## src/rtl/core/gyro_bp_pkg.sv

```systemverilog
// ----------------------------------------------------------------------------
// gyro_bp_pkg
// Shared types and constants for the three-axis gyro band-pass filter.
// ----------------------------------------------------------------------------
package gyro_bp_pkg;

  localparam int unsigned RAW_W      = 16;
  localparam int unsigned COEF_W     = 32;
  localparam int unsigned RATE_W     = 32;
  localparam int unsigned HIST_W     = 48;
  localparam int unsigned HALF_W     = 24;
  localparam int unsigned TAPS       = 4;
  localparam int unsigned AXES       = 3;
  localparam int unsigned ROW_W      = TAPS * HIST_W;
  localparam int unsigned AXIS_W     = 2;
  localparam int unsigned CFG_IDX_W  = 3;
  localparam int unsigned FIFO_DEPTH = 4;
  localparam int unsigned FIFO_PTR_W = 2;
  localparam int unsigned FIFO_CNT_W = 3;

  // Q3.28 coefficient reset values
  localparam logic [COEF_W-1:0] RST_INPUT_GAIN     = 32'sd139394;
  localparam logic [COEF_W-1:0] RST_FEEDBACK_OLDEST = -32'sd111778170;
  localparam logic [COEF_W-1:0] RST_FEEDBACK_THIRD  = 32'sd531467613;
  localparam logic [COEF_W-1:0] RST_FEEDBACK_SECOND = -32'sd995400050;
  localparam logic [COEF_W-1:0] RST_FEEDBACK_NEWEST = 32'sd844143197;

  typedef enum logic [CFG_IDX_W-1:0] {
    REG_INPUT_GAIN      = 3'd0,
    REG_FEEDBACK_OLDEST = 3'd1,
    REG_FEEDBACK_THIRD  = 3'd2,
    REG_FEEDBACK_SECOND = 3'd3,
    REG_FEEDBACK_NEWEST = 3'd4
  } cfg_reg_e;

  // frame axes, also the history row address
  typedef enum logic [AXIS_W-1:0] {
    AXIS_FX = 2'd0,
    AXIS_FY = 2'd1,
    AXIS_FZ = 2'd2
  } axis_e;

  typedef struct packed {
    logic [COEF_W-1:0] gain;
    logic [COEF_W-1:0] fb_oldest;
    logic [COEF_W-1:0] fb_third;
    logic [COEF_W-1:0] fb_second;
    logic [COEF_W-1:0] fb_newest;
  } coef_t;

  typedef struct packed {
    logic             valid;
    axis_e            axis;
    logic [RAW_W-1:0] raw;
  } issue_t;

  typedef struct packed {
    logic             en;
    axis_e            addr;
    logic [ROW_W-1:0] data;
  } hist_wr_t;

  typedef struct packed {
    logic              valid;
    axis_e             axis;
    logic [RATE_W-1:0] rate;
  } axis_res_t;

endpackage

```

## src/rtl/core/gyro_bp_out_buf.sv

```systemverilog
// ----------------------------------------------------------------------------
// gyro_bp_out_buf
// Gathers the three axis rates of an item and queues finished items.
// ----------------------------------------------------------------------------
module gyro_bp_out_buf
  import gyro_bp_pkg::*;
(
  input  logic              clk_i,
  input  logic              rst_ni,
  input  axis_res_t         res_i,
  input  logic              out_ready_i,
  output logic              out_valid_o,
  output logic [RATE_W-1:0] rate_x_o,
  output logic [RATE_W-1:0] rate_y_o,
  output logic [RATE_W-1:0] rate_z_o
);

  typedef struct packed {
    logic [RATE_W-1:0] x;
    logic [RATE_W-1:0] y;
    logic [RATE_W-1:0] z;
  } entry_t;

  logic [RATE_W-1:0]     rate_x_q;
  logic [RATE_W-1:0]     rate_y_q;
  entry_t                fifo_q [FIFO_DEPTH];
  logic [FIFO_PTR_W-1:0] wr_ptr_q;
  logic [FIFO_PTR_W-1:0] rd_ptr_q;
  logic [FIFO_CNT_W-1:0] cnt_q;
  logic                  push;
  logic                  pop;

  assign push        = res_i.valid && (res_i.axis == AXIS_FZ);
  assign out_valid_o = (cnt_q != '0);
  assign pop         = out_valid_o && out_ready_i;
  assign rate_x_o    = fifo_q[rd_ptr_q].x;
  assign rate_y_o    = fifo_q[rd_ptr_q].y;
  assign rate_z_o    = fifo_q[rd_ptr_q].z;

  always_ff @(posedge clk_i) begin
    if (res_i.valid && (res_i.axis == AXIS_FX)) begin
      rate_x_q <= res_i.rate;
    end
    if (res_i.valid && (res_i.axis == AXIS_FY)) begin
      rate_y_q <= res_i.rate;
    end
    if (push) begin
      fifo_q[wr_ptr_q] <= '{x: rate_x_q, y: rate_y_q, z: res_i.rate};
    end
  end

  always_ff @(posedge clk_i or negedge rst_ni) begin
    if (!rst_ni) begin
      wr_ptr_q <= '0;
      rd_ptr_q <= '0;
      cnt_q    <= '0;
    end else begin
      if (push) begin
        wr_ptr_q <= wr_ptr_q + 1'b1;
      end
      if (pop) begin
        rd_ptr_q <= rd_ptr_q + 1'b1;
      end
      if (push && !pop) begin
        cnt_q <= cnt_q + 1'b1;
      end else if (pop && !push) begin
        cnt_q <= cnt_q - 1'b1;
      end
    end
  end

endmodule

```

## config.mk

```make
export PLATFORM = sky130hd
export DESIGN_NAME = gyro_bp_out_buf
export DESIGN_NICKNAME = d
export VERILOG_FILES = /design/src/rtl/core/gyro_bp_pkg.sv /design/src/rtl/core/gyro_bp_out_buf.sv
export SDC_FILE = /design/constraint.sdc
export NUM_CORES = 1
export LEC_CHECK = 0
export BUFFER_PORTS_ARGS = -buffer_cell sky130_fd_sc_hd__clkbuf_2
export CORE_MARGIN = 4
export CORE_UTILIZATION = 60
export DETAILED_ROUTE_END_ITERATION = 10
export PLACE_DENSITY = 0.82
export SLEW_MARGIN = 20
export SYNTH_ARGS = -nofsm -noshare
export SYNTH_HDL_FRONTEND = slang
export SYNTH_SLANG_ARGS = --single-unit
```

## constraint.sdc

```tcl
create_clock -name clk_i -period 6.3 [get_ports clk_i]
set_input_delay 1.26 -clock clk_i [delete_from_list [all_inputs] [get_ports clk_i]]
set_output_delay 1.26 -clock clk_i [all_outputs]
set_load 0.02 [all_outputs]
```

==> qor.yml <==
yosys:
  synth_nets: 646
  netlist_area_um2: 16200
  postSynthRegisterBits: 455
  synthesis.instances: 602
  postSynth.topFlopCell: "edfxtp_1"
  synth.yosys.seq_area_share_pct: 84.3
  synthArstFlopShare_pct: 1.54
  synth_edf_count: 448
  syn-mean-instance-area_um2: 26.9
  synthDistinctLibCells: 21
  synthesis.yosys.warnings: 0
placement:
  weighted_congestion_at_the_end_of_routability_driven_global_placement: 0.725
  place.detailed.hpwl_um: 15400
  post_dp_cell_area_um2: 17200
  io_buffer_count: 134
  numPlacedInstances: 1056
run_status:
  status: "finished, final reports clean"
floorplan:
  ios: 135
  floorplan.die.height_um: 172
  fp-row-count: 59
  die_width_um: 172
  core_ar_um2: 26300
  design.die.area_um2: 29600
  floorplan.initialDensity_pct: 61.5
worst_setup_path:
  criticalPathCategory: "reg2out"
  reg2reg_slack_ns: 3.84
  critical_path_arrival_ns: 2.82
  category_of_the_worst_setup_path_capture_point: "output pin"
  worstPathRequired_ns: 5.04
  cp_max_fanout: 64
  crit_path_start_kind: "flop"
finish:
  layout.cells.non_filler: 1130
  layout.cell_area.non_filler_um2: 18500
  n_antenna_cell: 0
  final.fill_count: 1489
  drive_gt1_share_pct: 37.6
  final_net_count: 810
  syn2layout_area_growth_pct: 14.4
hold_path:
  min_path_type: "reg2reg"
clocking:
  numClockSinks: 455
  htree_num_levels: 2
  tritoncts_clock_tree: "built"
  numCtsBuffers: 43
  cts_hold_buf: 0
  post-cts-setup-buffer-count: 0
  cts.path.max_buffers: 3
  cts.clk_slew.worst_paths_ns: 0.06
  clockRootBuffer: "clkbuf_16"
  cts_repair_resize_count: 0
  clock_latency_ns: 0.53
drt:
  route.antenna.remaining_nets: 0
  routed-via-count: 6690
  vias_per_cell: 5.92
  dr.first_iter.drc_count: 659
  pre_repair_dr_iteration_count: 5
  avgRoutedWirePerCell_um: 25.0
  wl_um: 28200
  route.detailed.drc: 0
power:
  power.density_cell_area_nw_per_um2: 432
  irDropWorstVdd_mv: 0.313
  static-leakage-power_nw: 6.09
sta:
  finalCritPeriodShare_pct: 64.8
  drv_slew: 0
  fmaxAchievable_mhz: 245
  accumulated_negative_setup_slack_ns: 0
  finalCriticalPeriod_ns: 4.08
  tightest_slew_ns: 1.11
  slew_headroom_pct: 26.3
  hold_viol_final: 0
  skew_final_ns: 0.0110
  setup-violations-final: 0
  grt_setup_unrepaired: "false"
global_route:
  global_route_wire_length_before_repair_um: 43000
  grtUsageTotal_pct: 19.4
  number_of_antenna_violations_at_the_first_check_in_global_routing: 0
  grt_max_degree: 69
  first_global_vias: 7158
  grt_overflow: 0
flow_run:
  cap_viol_max_count: 0
-- state kept, by name, summed over array words and instances (netlist names) --
| name | count |
|---|---|
| fifo_q | 384 |
| rate_x_q | 32 |
| rate_y_q | 32 |
| cnt_q | 3 |
| rd_ptr_q | 2 |
| wr_ptr_q | 2 |
-- layer usage --
layer | wire (µm) | up-vias | track usage, % | part of all wire (%)
met1 | 11300 | 3532 | 26.9 | 40
met5 | 0 | - | 0 | 0
met3 | 1490 | 41 | 3.66 | 5.3
met4 | 663 | 0 | 5.57 | 2.4
met2 | 14700 | 214 | 32.6 | 52
li1 | - | 2903 | - | -
-- synthesized netlist by cell type, drive strengths merged (2+ instances only) --
master	instances	area (µm²)
edfxtp	448	13500
mux4	96	2160
buf	17	121
dfrtp	7	175
clkbuf	5	18.8
ha	5	62.6
and2	4	25.0
xnor2	4	35.0
inv	3	11.3
mux2	2	22.5
nand2	2	7.51
nor2	2	7.51
xor2	2	17.5
-- placed cells by master (no fill, tap or decap), types with 2 or more instances in the layout --
cell / instances
mux4_2: 96
bufinv_16: 3
ha_1: 5
clkinv_2: 3
inv_1: 3
clkbuf_16: 43
and2_4: 4
clkinvlp_4: 2
clkbuf_2: 134
nand2_1: 2
clkinv_1: 12
dfrtp_1: 5
nor2_1: 2
mux2_2: 2
dfrtp_4: 2
xnor2_1: 4
buf_4: 6
edfxtp_1: 448
xor2_1: 2
clkbuf_1: 10
-- where the power goes --
part / internal [W] / switching, W
registers: 0.00352 / 0.000214
clock network: 0.00137 / 0.00100
logic: 0.000829 / 0.00106
total: 0.00572 / 0.00227
-- path summary, 6_finish.rpt --
| check | from | to | depth (start not counted) |
|---|---|---|---|
| setup / recovery | rd_ptr_q[0]$_DFFE_PN0P_ | rate_z_o[20] | 3 |
| hold / removal | cnt_q[2]$_DFFE_PN0P_ | cnt_q[2]$_DFFE_PN0P_ | 1 |
| setup reg to reg | wr_ptr_q[0]$_DFFE_PN0P_ | fifo_q[0][9]$_DFFE_PP_ | 4 |
| min in group asynchronous | rst_ni | wr_ptr_q[1]$_DFFE_PN0P_ | 1 |
| max in group asynchronous | rst_ni | rd_ptr_q[0]$_DFFE_PN0P_ | 1 |
| hold reg to reg | cnt_q[2]$_DFFE_PN0P_ | cnt_q[2]$_DFFE_PN0P_ | 1 |
-- layout make-up --
| class | count | area, µm² | share of cell area [%] |
|---|---|---|---|
| Sequential cell | 455 | 13600 | 73.7 |
| Inverter | 3 | 11.3 | 0.0609 |
| Clock inverter | 21 | 174 | 0.940 |
| Multi-Input combinational cell | 122 | 2400 | 13.0 |
| Timing Repair Buffer | 141 | 736 | 3.98 |
| Tap cell | 335 | 419 | 2.27 |
| Clock buffer | 53 | 1110 | 6.02 |
-- worst max-delay path, cell delays in order (launching register included) --
cell	delay, ns
dfrtp_4	0.89
buf_12	0.48
mux4_2	0.63
clkbuf_2	0.18
-- logic make-up (layout without fill, tap and decap cells) --
kind of cell / count (synthesis) / after routing / synth area share [%]
DFF: 455 / 455 / 84.3
muxes: 98 / 98 / 13.5
buffers and inverters: 25 / 218 / 0.936
and+or+nand+nor: 12 / 12 / 0.418
adders and majority gates: 6 / 6 / 0.511
xor gates and xnor gates: 6 / 6 / 0.325
-- stage by stage --
stage               power [W]  hold WS, ns  util (%)  worst slack, ns
CTS                   0.00809        0.475      70.4             2.14
detailed placement    0.00572        0.463      65.5             2.61
finish                0.00799        0.474      70.4             2.22
global route          0.00833        0.515      70.4             1.98
floorplan             0.00514        0.434         -             1.98
global placement      0.00567        0.448      65.5             2.69
Note: power is estimated with default switching activity, not from simulation.
