==> config.mk <==
export PLATFORM = sky130hd
export DESIGN_NAME = gyro_bp_hist_mem
export DESIGN_NICKNAME = d
export VERILOG_FILES = /design/src/rtl/core/gyro_bp_pkg.sv /design/src/rtl/core/gyro_bp_hist_mem.sv
export SDC_FILE = /design/constraint.sdc
export NUM_CORES = 1
export LEC_CHECK = 0
export CELL_PAD_IN_SITES_DETAIL_PLACEMENT = 2
export CELL_PAD_IN_SITES_GLOBAL_PLACEMENT = 2
export CORE_MARGIN = 5
export CORE_UTILIZATION = 30
export CTS_CLUSTER_DIAMETER = 60
export DETAILED_ROUTE_END_ITERATION = 6
export DONT_BUFFER_PORTS = 1
export GPL_TIMING_DRIVEN = 0
export PLACE_DENSITY = 0.64
export SLEW_MARGIN = 20
export SYNTH_ARGS = -nofsm -noshare
export SYNTH_HDL_FRONTEND = slang
export SYNTH_SLANG_ARGS = --single-unit
==> constraint.sdc <==
create_clock -name clk_i -period 2 [get_ports clk_i]
set_input_delay 0.2 -clock clk_i [delete_from_list [all_inputs] [get_ports clk_i]]
set_output_delay 0.2 -clock clk_i [all_outputs]
set_load 0.02 [all_outputs]
==> src/rtl/core/gyro_bp_pkg.sv <==
// ----------------------------------------------------------------------------
// gyro_bp_pkg
// Shared types and constants for the three-axis gyro band-pass filter.
// ----------------------------------------------------------------------------
package gyro_bp_pkg;

  localparam int unsigned RAW_W      = 16;
  localparam int unsigned COEF_W     = 32;
  localparam int unsigned RATE_W     = 32;
  localparam int unsigned HIST_W     = 48;
  localparam int unsigned HALF_W     = 24;
  localparam int unsigned TAPS       = 4;
  localparam int unsigned AXES       = 3;
  localparam int unsigned ROW_W      = TAPS * HIST_W;
  localparam int unsigned AXIS_W     = 2;
  localparam int unsigned CFG_IDX_W  = 3;
  localparam int unsigned FIFO_DEPTH = 4;
  localparam int unsigned FIFO_PTR_W = 2;
  localparam int unsigned FIFO_CNT_W = 3;

  // Q3.28 coefficient reset values
  localparam logic [COEF_W-1:0] RST_INPUT_GAIN     = 32'sd139394;
  localparam logic [COEF_W-1:0] RST_FEEDBACK_OLDEST = -32'sd111778170;
  localparam logic [COEF_W-1:0] RST_FEEDBACK_THIRD  = 32'sd531467613;
  localparam logic [COEF_W-1:0] RST_FEEDBACK_SECOND = -32'sd995400050;
  localparam logic [COEF_W-1:0] RST_FEEDBACK_NEWEST = 32'sd844143197;

  typedef enum logic [CFG_IDX_W-1:0] {
    REG_INPUT_GAIN      = 3'd0,
    REG_FEEDBACK_OLDEST = 3'd1,
    REG_FEEDBACK_THIRD  = 3'd2,
    REG_FEEDBACK_SECOND = 3'd3,
    REG_FEEDBACK_NEWEST = 3'd4
  } cfg_reg_e;

  // frame axes, also the history row address
  typedef enum logic [AXIS_W-1:0] {
    AXIS_FX = 2'd0,
    AXIS_FY = 2'd1,
    AXIS_FZ = 2'd2
  } axis_e;

  typedef struct packed {
    logic [COEF_W-1:0] gain;
    logic [COEF_W-1:0] fb_oldest;
    logic [COEF_W-1:0] fb_third;
    logic [COEF_W-1:0] fb_second;
    logic [COEF_W-1:0] fb_newest;
  } coef_t;

  typedef struct packed {
    logic             valid;
    axis_e            axis;
    logic [RAW_W-1:0] raw;
  } issue_t;

  typedef struct packed {
    logic             en;
    axis_e            addr;
    logic [ROW_W-1:0] data;
  } hist_wr_t;

  typedef struct packed {
    logic              valid;
    axis_e             axis;
    logic [RATE_W-1:0] rate;
  } axis_res_t;

endpackage

==> src/rtl/core/gyro_bp_hist_mem.sv <==
// ----------------------------------------------------------------------------
// gyro_bp_hist_mem
// History memory: one 4-tap row per frame axis, registered read, with row
// valid bits so never-written rows read as zero after reset.
// ----------------------------------------------------------------------------
module gyro_bp_hist_mem
  import gyro_bp_pkg::*;
(
  input  logic             clk_i,
  input  logic             rst_ni,
  input  axis_e            rd_addr_i,
  input  hist_wr_t         wr_i,
  output logic [ROW_W-1:0] rd_data_o
);

  logic [ROW_W-1:0] mem_q [AXES];
  logic [ROW_W-1:0] rd_data_q;
  logic [AXES-1:0]  row_vld_q;
  logic             rd_vld_q;

  always_ff @(posedge clk_i) begin
    if (wr_i.en) begin
      mem_q[wr_i.addr] <= wr_i.data;
    end
    rd_data_q <= mem_q[rd_addr_i];
  end

  always_ff @(posedge clk_i or negedge rst_ni) begin
    if (!rst_ni) begin
      row_vld_q <= '0;
      rd_vld_q  <= 1'b0;
    end else begin
      rd_vld_q <= row_vld_q[rd_addr_i];
      if (wr_i.en) begin
        row_vld_q[wr_i.addr] <= 1'b1;
      end
    end
  end

  assign rd_data_o = rd_vld_q ? rd_data_q : '0;

endmodule

==> out/metrics.csv, run 1 <==
metric;value;unit
HPWL after DPL;48800;um
first-pass GRT wire length;110000;um
TNS Setup;0;ps
clk slew on worst S/H paths;60;ps
worst min path class;in -> reg;
hold-critical path depth;1;
post-route ant nets;0;
DRC;0;
clock skew;22.1;ps
reg2reg setup slack;1160;ps
Setup WS post-layout;40.8;ps
CTS tree;done;
All-Layer GR Usage;0.154;
die width;308;um
Max stage delay on crit path;470;ps
Net Count, Synth;1834;
Setup crit end kind;primary output;
final worst path period need;1960;ps
Num CTS Buffers;90;
min-delay src;wr_i[194];
H-tree levels;3;
critical path class;reg -> out;
met3 wire length;4550;um
DR WL/cell;23.4;um
Rel. slew slack;0.508;
row count;109;
register area share after synthesis;0.795;
max layer used;met5;
synth warn;0;
endpoints failing hold;0;
share of post-route cells with drive strength above 1;0.215;
hold path endpoint;mem_q[1][26];
max-slew violations;0;
DRT iter0 DRCs;738;
full die area;0.0951;sq mm
Fin Hold WS;64.8;ps
CP top delay family;buffers and inverters;
initial antenna violation count;16;
Slew @ Worst Pin;738;ps
number of I/O port buffers;0;
Clock Latency Late Sink;630;ps
DP Area;0.0287;sq mm
Clock Root Buffer;clkbuf_16;
static leakage;0.0126;uW
Net count, final;2158;
post-synthesis cell area;0.0267;sq mm
GRT overflow;0;
Sink Count;772;
Crit path top cell by count;buf_12;
Peak VDD IR;0.000923;V
crit path cell chain;buf_12 > buf_12 > clkbuf_16 > and2_4;
Avg Inst Size Synth;16.3;sq um
Distinct cells, synth;18;
unrepaired setup endpoints after global routing;yes;
Die Y;308;um
status;complete, no violations;
Crit Path Max Fanout;5;
worst reg2reg startpoint;mem_q[0][172];
RR Endpoint;rd_data_q[172];
final instance area;0.0344;sq mm
fmax;0.510;GHz
Max Root-Sink Buffers;3;
DRT Pass-1 Iters;4;
DP Worst Slack;-719;ps
CP Launch Type;flip-flop;
slowest cell on the critical path;dfrtp_2;
R2R cell count;2;
Tot Pwr;37400;uW
Core ar.;0.0884;sq mm
Initial Utilization;0.302;
WP data required;1800;ps
Yosys top cell by area;edfxtp_1;
Yosys reg bits;772;
number of global-route vias before repair;16900;
# setup viols final;0;
DR vias;14500;
Syn Inst Count;1635;
Routed WL;75300;um
crit path DAT;1760;ps
IO Pins;391;
met2 WL;38700;um
PD cells;1090;mW/mm^2
routability cong.;0.723;
post-route clock period utilization;0.980;
max-cap violations;0;
CP Buf/Inv Count;3;
dominant cells by area after synthesis;edfxtp_1, dfxtp_1, mux2i_1;
M1 WL;30100;um
largest net degree at the start of global routing;39;
Layout area overhead;28.8;%
top-area cell type share of the netlist area;0.647;
routed vias/inst;4.51;
power by group:
group / leakage [uW] / internal (uW) / total [uW] / switching, uW
logic: 0.00422 / 1210 / 2970 / 1760
clock network: 0.00142 / 9300 / 16000 / 6670
registers: 0.00695 / 18200 / 18500 / 288
worst reg2reg max path, cell delays in order, from the launching register on:
cell and delay [ps]:
edfxtp_1 390, mux2i_1 220, o21ai_1 90
metal layers:
layer | vias to the layer above | GRT usage
met4 | 6 | 0.0450
li1 | 6586 | -
met3 | 115 | 0.0424
met5 | - | 0
met2 | 359 | 0.277
met1 | 7435 | 0.181
registers in the layout (all words and copies together), names as in the netlist:
signal,flops
row_vld_q,3
mem_q,576
rd_data_q,192
rd_vld_q,1
Yosys cell counts, drive strengths merged:
library cell and instances:
and2 192, and3b 2, buf 45, clkbuf 41, dfrtp 4, dfxtp 192, edfxtp 576, mux2i 193
nand2 192, nand3b 1, nor3b 1, o21ai 193, or2 3
final cells by class:
cell class	instances	area, sq um
Fill cell	8639	54000
Tap cell	1165	1460
Antenna cell	14	35.0
Timing Repair Buffer	233	2600
Sequential cell	772	21200
Buffer	85	838
Clock inverter	42	370
Clock buffer	127	2560
Multi-Input combinational cell	777	5300
kinds of logic after synthesis:
logic type	synth area share
buffers and inverters	0.0227
flip-flops	0.795
AND/OR/NAND/NOR	0.0739
multiplexers	0.0723
AO/OA/AOI/OAI	0.0362
worst max path at each step:
stage / from / endpoint / slack [ps] / depth (start not counted)
final: rd_vld_q / rd_data_o[62] / 40 / 4
after detailed placement: wr_i[193] / mem_q[0][117] / -720 / 8
after floorplan: wr_i[194] / row_vld_q[0] / -3540 / 2
after global placement: wr_i[194] / row_vld_q[0] / -7950 / 2
after CTS: rd_vld_q / rd_data_o[68] / -130 / 5
after global routing: rd_vld_q / rd_data_o[61] / -30 / 4
cells in the final DEF (no fill, tap or decap):
cell and instances:
and2_4 138, nor3b_4 1, clkbuf_16 101, clkbuf_2 1, clkbuf_8 15, dlygate4sd3_1 196, dfrtp_1 3, diode_2 14
buf_2 21, o21ai_0 35, inv_6 6, mux2i_1 193, clkinv_1 6, nand2_1 192, clkinv_2 11, or2_2 3
bufinv_16 2, edfxtp_1 576, clkinv_8 2, o21ai_1 158, buf_4 12, buf_12 23, clkinvlp_4 6, buf_6 15
dfxtp_1 192, clkbuf_1 45, and3b_4 2, buf_8 11, and2_2 52, clkinv_4 3, nand3b_1 1, inv_16 1
and2_1 2, dfrtp_2 1, buf_16 5, inv_8 5
metrics by stage:
step | util | cells
6_report | 0.389 | 3215
5_1_grt | 0.389 | 3209
2_1_floorplan | - | 1635
3_3_place_gp | 0.319 | 2800
4_1_cts | 0.388 | 3203
3_5_place_dp | 0.324 | 2828
what timing repair did:
| action | CTS | global route |
|---|---|---|
| endpoints found under the hold margin | 601 | 0 |
| gates cloned | 5 | 1 |
| pin swaps | 1 | 4 |
| setup buffers | 5 | 1 |
| hold buffers | 196 | 0 |
| gates resized for setup | 343 | 72 |
| endpoints found under the setup margin | 204 | 180 |
Power figures use the tool's default switching activity.
==> inputs of run 2 (changes only) <==
BUFFER_PORTS_ARGS = -buffer_cell sky130_fd_sc_hd__buf_2   (was unset)
CORE_ASPECT_RATIO = 1.2   (was unset)
CORE_UTILIZATION = 44   (was 30)
DONT_BUFFER_PORTS = unset   (was 1)
PLACE_DENSITY = 0.92   (was 0.64)
==> out/metrics.csv, run 2 (same netlist as run 1, synthesis figures left out) <==
metric;value;unit;change
status;finished, violations left;;
failing checks;negative setup slack;;
post-route clock period utilization;1.05;;+0.0676
Clock Root Buffer;clkbuf_16;;
PD cells;1080;mW/mm^2;-1.1%
Initial Utilization;0.442;;+0.140
Layout area overhead;38.6;%;
DR vias;18100;;+25%
die width;235;um;-24%
Crit Path Max Fanout;6;;+1
post-route ant nets;0;;unchanged
share of post-route cells with drive strength above 1;0.329;;+0.115
first-pass GRT wire length;156000;um;+42%
clk slew on worst S/H paths;80;ps;+20 ps
Sink Count;772;;unchanged
Regs by FF count;mem_q: 576 flops, rd_data_q: 192 flops, row_vld_q: 3 flops;;
Core ar.;0.0604;sq mm;-32%
DRT Pass-1 Iters;6;;+2
unrepaired setup endpoints after global routing;yes;;
most frequent cells in the layout;edfxtp_1, buf_2, dlygate4sd3_1;;
Setup crit end kind;primary output;;
largest net degree at the start of global routing;42;;+7.7%
initial antenna violation count;12;;-4
max-slew violations;0;;unchanged
fin cells;3237;;+0.68%
HPWL after DPL;55800;um;+14%
CTS tree;done;;
DR WL/cell;37.0;um;+58%
Rel. slew slack;0.544;;+0.0364
endpoints failing hold;0;;unchanged
All-Layer GR Usage;0.328;;+0.174
Slew @ Worst Pin;684;ps;-54.7 ps
Peak VDD IR;0.000969;V;+5.0%
Clock Latency Late Sink;630;ps;about the same
critical path class;reg -> out;;
DRT iter0 DRCs;1444;;+96%
max-cap violations;0;;unchanged
CP Launch Type;flip-flop;;
fmax;0.477;GHz;-6.5%
Setup WS post-layout;-94.5;ps;-135 ps
routability cong.;0.758;;+4.9%
full die area;0.0658;sq mm;-31%
WP data required;1800;ps;about the same
clock skew;31.4;ps;+9.37 ps
Routed WL;120000;um;+59%
commonest non-fill, non-tap cell in the layout;edfxtp_1;;
# setup viols final;172;;+172
IO Pins;391;;unchanged
H-tree levels;3;;unchanged
worst min path class;in -> reg;;
number of global-route vias before repair;20300;;+20%
final worst path period need;2090;ps;+135 ps
GRT overflow;0;;unchanged
Num CTS Buffers;79;;-12%
DRC;0;;unchanged
Largest Register;mem_q;;
reg2reg setup slack;900;ps;-260 ps
row count;99;;-9.2%
placed cell count;2858;;+1.1%
routed vias/inst;5.59;;+24%
static leakage;0.0146;uW;+16%
Die Y;280;um;-9.2%
crit path DAT;1890;ps;+130 ps
fin util;0.613;;+0.223
Largest register FFs;576;;unchanged
Net count, final;2547;;+18%
number of I/O port buffers;388;;+388
Max Root-Sink Buffers;3;;unchanged
run 2: report_power, final:
part           total [uW]  internal [uW]  switching [uW]
Combinational        4520           2020            2510
Clock               16600           9130            7480
Sequential          18700          18200             516
run 2: final timing paths:
path	end	cells past startpoint	from
min in group asynchronous	row_vld_q[0]	3	rst_ni
min reg2reg	rd_data_q[145]	2	mem_q[2][145]
max	rd_data_o[138]	5	rd_vld_q
max reg2reg	rd_data_q[163]	2	mem_q[1][163]
min	mem_q[0][25]	3	wr_i[192]
max in group asynchronous	rd_vld_q	3	rst_ni
run 2: critical path, cell delays in order (launching register included):
cell	delay, ps
dfrtp_2	450
buf_12	160
clkbuf_16	190
clkbuf_16	170
and2_4	150
buf_6	140
run 2: area by class of cell:
class	count	area [sq um]
antenna	14	35.0
buffer	86	973
clock buffer	103	2150
clock inverter	45	572
fill	5044	23400
multi-input combinational	777	5290
sequential	772	21200
tap	808	1010
timing repair buffer	632	5760
run 2: per-layer routing:
metal / vias to the layer above / track usage / share of wire
met1: 9540 / 0.361 / 0.35
met5: - / 0 / 0.00011
li1: 7352 / - / -
met2: 924 / 0.614 / 0.54
met3: 285 / 0.0629 / 0.055
met4: 2 / 0.151 / 0.053
run 2: stage by stage:
step / hold WS, ps / instance area (sq um) / setup TNS (ps) / setup WS (ps) / total power [uW]
floorplan: -95.6 / 26700 / -822530 / -3540 / 20200
global placement: 3.51 / 29700 / -2043560 / -7310 / 21300
detailed placement: 11.5 / 30200 / -39290 / -709 / 21700
CTS: 67.2 / 36600 / -8300 / -91.9 / 38400
global route: 98.5 / 37000 / -11520 / -120 / 40700
finish: 105 / 37000 / -7170 / -94.5 / 39800
run 2: what timing repair did:
| action | 4_1_cts | 5_1_grt |
|---|---|---|
| cloned | 14 | 6 |
| buffers inserted | 3 | 0 |
| hold endpoints to repair | 580 | 0 |
| hold buffers | 194 | 0 |
| pin swaps | 1 | 0 |
| endpoints found under the setup margin | 205 | 191 |
| gates resized for setup | 461 | 125 |
